## src/tlsh_pkg.sv

```systemverilog
`timescale 1ns / 1ps
`default_nettype none

package tlsh_pkg;

  // Counter width; the count outputs always show the low OUT_CNT_W bits.
  localparam int CNT_W     = 32;
  localparam int OUT_CNT_W = 32;
  localparam int DATA_W    = 16;
  localparam int IDX_W     = 3;
  // Width for comparing a tick count against the 16-bit loosen delay.
  localparam int CMP_W     = (CNT_W > DATA_W) ? CNT_W : DATA_W;

  typedef logic [CNT_W-1:0]  cnt_t;
  typedef logic [DATA_W-1:0] intv_t;

  localparam cnt_t CNT_MAX = '1;

  typedef enum logic [IDX_W-1:0] {
    REG_ENABLE     = 3'd0,
    REG_SLIDE_NORM = 3'd1,
    REG_SLIDE_ELEV = 3'd2,
    REG_SLIDE_FAST = 3'd3,
    REG_THR_ONE    = 3'd4,
    REG_THR_TWO    = 3'd5,
    REG_LOOSEN     = 3'd6
  } reg_idx_t;

  typedef enum logic [1:0] {
    LVL_NORMAL   = 2'd0,
    LVL_ELEVATED = 2'd1,
    LVL_FAST     = 2'd2
  } level_t;

  typedef struct packed {
    logic                     enable;
    intv_t                    norm_intv;
    intv_t                    elev_intv;
    intv_t                    fast_intv;
    logic signed [DATA_W-1:0] thr_one;
    logic signed [DATA_W-1:0] thr_two;
    intv_t                    loosen;
  } cfg_t;

  typedef struct packed {
    intv_t cur_interval;
    cnt_t  ticks;
    cnt_t  switches;
    cnt_t  fast;
    cnt_t  elevated;
    cnt_t  normal;
  } state_t;

  function automatic cnt_t sat_inc(input cnt_t c);
    return (c == CNT_MAX) ? c : cnt_t'(c + cnt_t'(1));
  endfunction

endpackage

`default_nettype wire

```

## src/tlsh_step.sv

```systemverilog
`timescale 1ns / 1ps
`default_nettype none

// One tick of the level decision and hysteresis, purely combinational.
module tlsh_step (
  input  var tlsh_pkg::cfg_t                       cfg,
  input  var tlsh_pkg::state_t                     st,
  input  var logic signed [tlsh_pkg::DATA_W-1:0]   stat,
  output tlsh_pkg::state_t                         st_nxt,
  output tlsh_pkg::intv_t                          interval,
  output tlsh_pkg::level_t                         level,
  output logic                                     switched
);

  tlsh_pkg::intv_t target;
  tlsh_pkg::cnt_t  ticks_inc;
  logic            loosen_ok;

  always_comb begin
    st_nxt    = st;
    interval  = cfg.norm_intv;
    level     = tlsh_pkg::LVL_NORMAL;
    switched  = 1'b0;
    target    = cfg.norm_intv;
    ticks_inc = tlsh_pkg::sat_inc(st.ticks);
    loosen_ok = tlsh_pkg::CMP_W'(ticks_inc) >= tlsh_pkg::CMP_W'(cfg.loosen);
    if (cfg.enable) begin
      st_nxt.ticks = ticks_inc;
      // fast test first, so crossed thresholds need no special care
      if (stat > cfg.thr_two) begin
        target      = cfg.fast_intv;
        level       = tlsh_pkg::LVL_FAST;
        st_nxt.fast = tlsh_pkg::sat_inc(st.fast);
      end else if (stat > cfg.thr_one) begin
        target          = cfg.elev_intv;
        level           = tlsh_pkg::LVL_ELEVATED;
        st_nxt.elevated = tlsh_pkg::sat_inc(st.elevated);
      end else begin
        target        = cfg.norm_intv;
        level         = tlsh_pkg::LVL_NORMAL;
        st_nxt.normal = tlsh_pkg::sat_inc(st.normal);
      end
      // tighten at once, loosen only after the delay
      if ((target != st.cur_interval) && ((target < st.cur_interval) || loosen_ok)) begin
        st_nxt.cur_interval = target;
        st_nxt.ticks        = '0;
        st_nxt.switches     = tlsh_pkg::sat_inc(st.switches);
        switched            = 1'b1;
      end
      interval = st_nxt.cur_interval;
    end
  end

endmodule

`default_nettype wire

```

## src/three_level_slide_hysteresis.sv

```systemverilog
`timescale 1ns / 1ps
`default_nettype none

// Three-level slide interval controller with asymmetric hysteresis.
// Input channel (in_*): one signed Q8.8 detector statistic word per tick.
// Result channel (out_*): one word per input word, carrying the interval in
//   force, the chosen level, a switch flag and four saturating counts.
// Config channel (cfg_*): index + 16-bit data, always ready; write only while
//   the block holds no work in flight.
// Path: a word accepted on in_* passes two registers (input stage, result
//   stage) before it shows on out_*. Throughput is one word per cycle while
//   out_ready is high, set by the combinational compare + counter increment.
// Stall: when out_ready is low the result register holds, the input stage
//   fills once more, then in_ready drops; nothing is dropped or repeated.
// Reset (rst_n low, synchronous): registers take their documented defaults
//   (enabled, 100/50/30, thresholds 1.0 and 3.0, delay 50), the interval goes
//   to 100, all counts clear, and both pipeline stages empty.
// Disabled: outputs the normal interval with level 0 and counts held.
module three_level_slide_hysteresis (
  input  wire logic                                 clk,
  input  wire logic                                 rst_n,
  input  wire logic                                 in_valid,
  output logic                                      in_ready,
  input  wire logic signed [tlsh_pkg::DATA_W-1:0]   in_detector_stat,
  output logic                                      out_valid,
  input  wire logic                                 out_ready,
  output logic [tlsh_pkg::DATA_W-1:0]               out_effective_interval,
  output logic [1:0]                                out_target_level,
  output logic                                      out_switched,
  output logic [tlsh_pkg::OUT_CNT_W-1:0]            out_switch_total,
  output logic [tlsh_pkg::OUT_CNT_W-1:0]            out_fast_tick_total,
  output logic [tlsh_pkg::OUT_CNT_W-1:0]            out_elevated_tick_total,
  output logic [tlsh_pkg::OUT_CNT_W-1:0]            out_normal_tick_total,
  input  wire logic                                 cfg_valid,
  output logic                                      cfg_ready,
  input  wire logic [tlsh_pkg::IDX_W-1:0]           cfg_index,
  input  wire logic [tlsh_pkg::DATA_W-1:0]          cfg_data
);

  // input stage
  logic                                s1_valid_r, s1_valid_nxt;
  logic signed [tlsh_pkg::DATA_W-1:0]  stat_r;

  // config and controller state
  tlsh_pkg::cfg_t   cfg_r, cfg_nxt;
  tlsh_pkg::state_t st_r, st_nxt;

  // result stage
  logic             out_valid_r, out_valid_nxt;
  tlsh_pkg::intv_t  res_interval_r;
  logic [1:0]       res_level_r;
  logic             res_switched_r;
  tlsh_pkg::state_t res_counts_r;

  // step outputs
  tlsh_pkg::state_t step_st;
  tlsh_pkg::intv_t  step_interval;
  tlsh_pkg::level_t step_level;
  logic             step_switched;

  logic adv;
  logic cfg_wr;

  tlsh_step u_step (
    .cfg      (cfg_r),
    .st       (st_r),
    .stat     (stat_r),
    .st_nxt   (step_st),
    .interval (step_interval),
    .level    (step_level),
    .switched (step_switched)
  );

  // the held word moves to the result register when that register frees up
  assign adv       = s1_valid_r && (!out_valid_r || out_ready);
  assign in_ready  = !s1_valid_r || adv;
  assign cfg_ready = 1'b1;
  assign cfg_wr    = cfg_valid && cfg_ready;

  always_comb begin
    s1_valid_nxt = adv ? 1'b0 : s1_valid_r;
    if (in_valid && in_ready) begin
      s1_valid_nxt = 1'b1;
    end

    out_valid_nxt = out_valid_r;
    if (adv) begin
      out_valid_nxt = 1'b1;
    end else if (out_ready) begin
      out_valid_nxt = 1'b0;
    end

    st_nxt  = adv ? step_st : st_r;
    cfg_nxt = cfg_r;
    if (cfg_wr) begin
      case (tlsh_pkg::reg_idx_t'(cfg_index))
        tlsh_pkg::REG_ENABLE: begin
          cfg_nxt.enable = cfg_data[0];
          // turning adaptation off snaps back to the normal interval
          if (!cfg_data[0]) begin
            st_nxt.cur_interval = cfg_r.norm_intv;
          end
        end
        tlsh_pkg::REG_SLIDE_NORM: cfg_nxt.norm_intv = cfg_data;
        tlsh_pkg::REG_SLIDE_ELEV: cfg_nxt.elev_intv = cfg_data;
        tlsh_pkg::REG_SLIDE_FAST: cfg_nxt.fast_intv = cfg_data;
        tlsh_pkg::REG_THR_ONE:    cfg_nxt.thr_one   = cfg_data;
        tlsh_pkg::REG_THR_TWO:    cfg_nxt.thr_two   = cfg_data;
        tlsh_pkg::REG_LOOSEN:     cfg_nxt.loosen    = cfg_data;
        default: ;  // unknown index ignored
      endcase
    end
  end

  always_ff @(posedge clk) begin
    if (!rst_n) begin
      s1_valid_r           <= 1'b0;
      out_valid_r          <= 1'b0;
      cfg_r.enable         <= 1'b1;
      cfg_r.norm_intv      <= 16'd100;
      cfg_r.elev_intv      <= 16'd50;
      cfg_r.fast_intv      <= 16'd30;
      cfg_r.thr_one        <= 16'sd256;
      cfg_r.thr_two        <= 16'sd768;
      cfg_r.loosen         <= 16'd50;
      st_r.cur_interval    <= 16'd100;
      st_r.ticks           <= '0;
      st_r.switches        <= '0;
      st_r.fast            <= '0;
      st_r.elevated        <= '0;
      st_r.normal          <= '0;
    end else begin
      s1_valid_r  <= s1_valid_nxt;
      out_valid_r <= out_valid_nxt;
      cfg_r       <= cfg_nxt;
      st_r        <= st_nxt;
    end
  end

  // payload registers, no reset
  always_ff @(posedge clk) begin
    if (in_valid && in_ready) begin
      stat_r <= in_detector_stat;
    end
    if (adv) begin
      res_interval_r <= step_interval;
      res_level_r    <= step_level;
      res_switched_r <= step_switched;
      res_counts_r   <= step_st;
    end
  end

  assign out_valid               = out_valid_r;
  assign out_effective_interval  = res_interval_r;
  assign out_target_level        = res_level_r;
  assign out_switched            = res_switched_r;
  assign out_switch_total        = tlsh_pkg::OUT_CNT_W'(res_counts_r.switches);
  assign out_fast_tick_total     = tlsh_pkg::OUT_CNT_W'(res_counts_r.fast);
  assign out_elevated_tick_total = tlsh_pkg::OUT_CNT_W'(res_counts_r.elevated);
  assign out_normal_tick_total   = tlsh_pkg::OUT_CNT_W'(res_counts_r.normal);

  // a switch always restarts the tick count
  a_switch_clears_ticks: assert property (@(posedge clk) disable iff (!rst_n)
    adv && step_switched |=> st_r.ticks == '0)
    else $error("tick count not cleared after switch");

  // a held input word is never lost while the result stage is blocked
  a_stage_holds: assert property (@(posedge clk) disable iff (!rst_n)
    s1_valid_r && !adv |=> s1_valid_r && $stable(stat_r))
    else $error("input stage word lost");

  // a reported switch means the switch count is nonzero
  a_switch_counted: assert property (@(posedge clk) disable iff (!rst_n)
    out_valid_r && res_switched_r |-> res_counts_r.switches != '0)
    else $error("switch reported without count");

endmodule

`default_nettype wire
```

## config.mk

```make
export PLATFORM = sky130hd
export DESIGN_NAME = three_level_slide_hysteresis
export DESIGN_NICKNAME = d
export VERILOG_FILES = /design/src/tlsh_pkg.sv /design/src/tlsh_step.sv /design/src/three_level_slide_hysteresis.sv
export SDC_FILE = /design/constraint.sdc
export NUM_CORES = 1
export LEC_CHECK = 0
export ABC_AREA = 1
export BUFFER_PORTS_ARGS = -buffer_cell sky130_fd_sc_hd__buf_2
export CAP_MARGIN = 20
export CORE_UTILIZATION = 40
export CTS_CLUSTER_DIAMETER = 40
export DETAILED_ROUTE_END_ITERATION = 10
export PLACE_DENSITY_LB_ADDON = 0.25
export SLEW_MARGIN = 40
export SYNTH_ARGS = -nofsm -noshare
export SYNTH_HDL_FRONTEND = slang
export SYNTH_SLANG_ARGS = --single-unit
export TNS_END_PERCENT = 10
```

## constraint.sdc

```tcl
create_clock -name clk -period 10.5 [get_ports clk]
set_clock_uncertainty 0.05 [all_clocks]
set_input_delay 1.575 -clock clk [delete_from_list [all_inputs] [get_ports clk]]
set_output_delay 1.575 -clock clk [all_outputs]
set_load 0.03 [all_outputs]
```

==> impl_metrics.json <==
{
  "gp_congestion": 0.9352,
  "syn-num-nets": 3577,
  "synth.distinct_cells": 44,
  "end_kind": "register",
  "netlist_area_um2": 24670,
  "wl_per_cell_um": 15.62,
  "p_int_mw": 3.668,
  "r2r-end": "out_effective_interval[12]$_DFFE_PP_",
  "via_per_inst": 5.110,
  "die_w_um": 250.3,
  "clockPowerShare_pct": 46.0,
  "ant_nets": 0,
  "cts.sinks": 438,
  "cts_setup_buffers": 0,
  "synthArstFlopShare_pct": 0,
  "start_util_pct": 40.65,
  "syn_area_per_cell_um2": 7.114,
  "portBuffers": 188,
  "synth.most_common_cell": "nand2_1",
  "p_seq_share_pct": 37.3,
  "route.detailed.drc": 0,
  "vias": 22710,
  "cts.htree.levels": 3,
  "cpMaxStageDelayCell": "buf_4",
  "ir_drop_uv": 136.4,
  "synthTopCellsByArea": "dfxtp_1 22%, edfxtp_1 20%, nand2_1 13%",
  "power_mw": 5.295,
  "fin_crit_sh_pct": 58.54,
  "critPathMaxStageDelay_ns": 0.54,
  "grt_pass1_wl_um": 112400,
  "swShare_pct": 30.73,
  "reg2reg_from": "stat_r[5]$_DFFE_PP_",
  "yosysTopAreaCell": "dfxtp_1",
  "num_antenna_cells": 0,
  "ys.warnings.count": 0,
  "die_area_um2": 62670,
  "io_pins": 190,
  "fin_crit_ns": 6.146,
  "r2r_slack_ns": 4.35,
  "tightest_slew_ns": 0.7654,
  "start_kind": "register",
  "hp-class": "register to register",
  "fin_nets": 3708,
  "synthTopCellsByCount": "859 x nand2_1, 495 x inv_1, 353 x o21ai_0",
  "clk_pin_slew_ns": 0.06,
  "grt_pass1_vias": 21330,
  "rsz0062_at_grt": "no",
  "drive_gt1_share_pct": 10.43,
  "clock_path_buffers": 3,
  "holdPathStages": 2,
  "slew_viol_final": 0,
  "insertion_delay_ns": 0.61,
  "totalWireLength_um": 69390,
  "drv_cap": 0,
  "cts_root_buffer": "clkbuf_16",
  "fp.dieH_um": 250.3,
  "core-area_um2": 60700,
  "antenna_found_initial": 2,
  "holdPathEnd": "cfg_r[60]$_SDFFE_PN0P_",
  "critical_path_required_ns": 10.77,
  "synth_top_area_share_pct": 22.32,
  "cts_buffers": 76,
  "syn_inst": 3468,
  "power_leakage_nw": 12.65,
  "syn_to_final_growth_pct": 16.32,
  "cts_hold_buf": 0,
  "firstDrtPassIters": 5,
  "p_per_area_nw_per_um2": 184.5,
  "hold_viol": 0,
  "slew_headroom_pct": 48.58,
  "row_count": 90,
  "cts_tree": "yes",
  "drt_iter0_markers": 1522,
  "synth-edff-count": 163,
  "gr-total-overflow": 0,
  "grt_use_total_pct": 22.13,
  "hold_ws_ns": 0.4069,
  "detailed_place_hpwl_um": 48140,
  "setup_tns_ns": 0,
  "reg2reg_depth": 30,
  "cp.arrival_ns": 6.41,
  "crit_type": "register to register",
  "cts_resized": 0,
  "ys_ff_latch": 438,
  "finalSetupViolations": 0,
  "cp_common_cell": "nand2_1",
  "p_sw_mw": 1.627,
  "fmax_mhz": 162.7,
  "worstHoldStart": "cfg_r[60]$_SDFFE_PN0P_",
  "crit_fanout": 69,
  "synth-main-ff-cell": "dfxtp_1",
  "yosysSeqAreaShare_pct": 42.16,
  "grt_max_degree": 108,
  "comb_power_share_pct": 16.7,
  "status": "finished, final reports clean"
}
==> cell type report <==
class,count,area (µm²)
Timing Repair Buffer,208,1112
Clock buffer,89,2012
Tap cell,782,978.4
Multi-Input combinational cell,2368,11740
Sequential cell,438,10400
Clock inverter,51,530.5
Inverter,507,1918
Fill cell,6183,32000
==> layout by cell type, fill, tap and decap left out, types with 12 or more instances in the layout <==
cell type,netlist,layout
nand4_1,73,73
dfxtp_1,275,274
xor2_1,73,73
a31oi_1,13,13
o21ai_0,353,353
nand3_1,229,228
nand2_1,859,855
buf_4,7,16
inv_1,495,495
a21oi_1,257,257
nor3_1,64,63
nor4_1,19,19
ha_1,69,69
buf_2,7,187
edfxtp_1,163,163
o21ai_1,26,26
nor2_2,11,12
nor2_1,240,238
clkbuf_16,0,77
o211ai_1,26,26
==> power by group through the flow <==
stage / Sequential (mW) / Clock, mW / Combinational (mW)
finish: 1.98 / 2.43 / 0.883
global route: 1.99 / 2.57 / 0.998
CTS: 1.98 / 2.49 / 0.888
detailed placement: 2.01 / 0 / 0.884
global placement: 2.01 / 0 / 0.870
floorplan: 2.08 / 0 / 0.583
==> through the flow <==
stage	instances	area [µm²]	util [%]	worst slack [ns]
final	4443	28700	47.28	4.354
after global placement	4302	26110	43.02	4.653
after floorplan	3468	24670	-	3.765
after detailed placement	4303	26150	43.08	4.408
after CTS	4443	28690	47.27	4.397
after global routing	4443	28700	47.28	3.726
==> registers in the layout, indices dropped and copies added (netlist names), named ones only <==
signal / count
st_r: 144
cfg_r: 97
out_elevated_tick_total: 32
out_fast_tick_total: 32
out_normal_tick_total: 32
out_switch_total: 32
out_effective_interval: 16
stat_r: 16
out_target_level: 2
out_switched: 1
out_valid: 1
s1_valid_r: 1
==> worst max path at each step <==
stage | start | to | cells after the start
3_5_place_dp | stat_r[5]$_DFFE_PP_ | out_effective_interval[9]$_DFFE_PP_ | 30
2_1_floorplan | out_ready | out_effective_interval[0]$_DFFE_PP_ | 5
3_3_place_gp | stat_r[5]$_DFFE_PP_ | out_switch_total[8]$_DFFE_PP_ | 32
5_1_grt | stat_r[5]$_DFFE_PP_ | out_effective_interval[12]$_DFFE_PP_ | 30
6_report | stat_r[5]$_DFFE_PP_ | out_effective_interval[12]$_DFFE_PP_ | 30
4_1_cts | stat_r[5]$_DFFE_PP_ | out_effective_interval[9]$_DFFE_PP_ | 30
==> per-layer routing <==
metal / global-route usage (%) / share of wire, %
met1: 29.30 / 46
met2: 35.98 / 46
met3: 4.167 / 5.5
met4: 7.765 / 2.9
met5: 0 / 0.029
==> worst max-delay path, delay by kind of cell, from the launching register on <==
family | cells | cell delay [ns]
simple gates | 19 | 2.10
flops | 1 | 0.41
fa+ha+maj | 2 | 0.61
compound gates | 3 | 0.73
buf+inv | 6 | 1.90
==> cell families (layout without fill, tap and decap cells) <==
logic type	count (synthesis)	count (layout)	share of synthesized area (%)
xor gates and xnor gates	81	81	2.876
buffers and inverters	662	855	10.44
adders and majority gates	69	69	3.500
and+or+nand+nor	1522	1522	26.34
other	1	1	0.01520
AOI/OAI and AO/OA	695	695	14.68
DFF	438	438	42.16
Power figures use the tool's default switching activity.
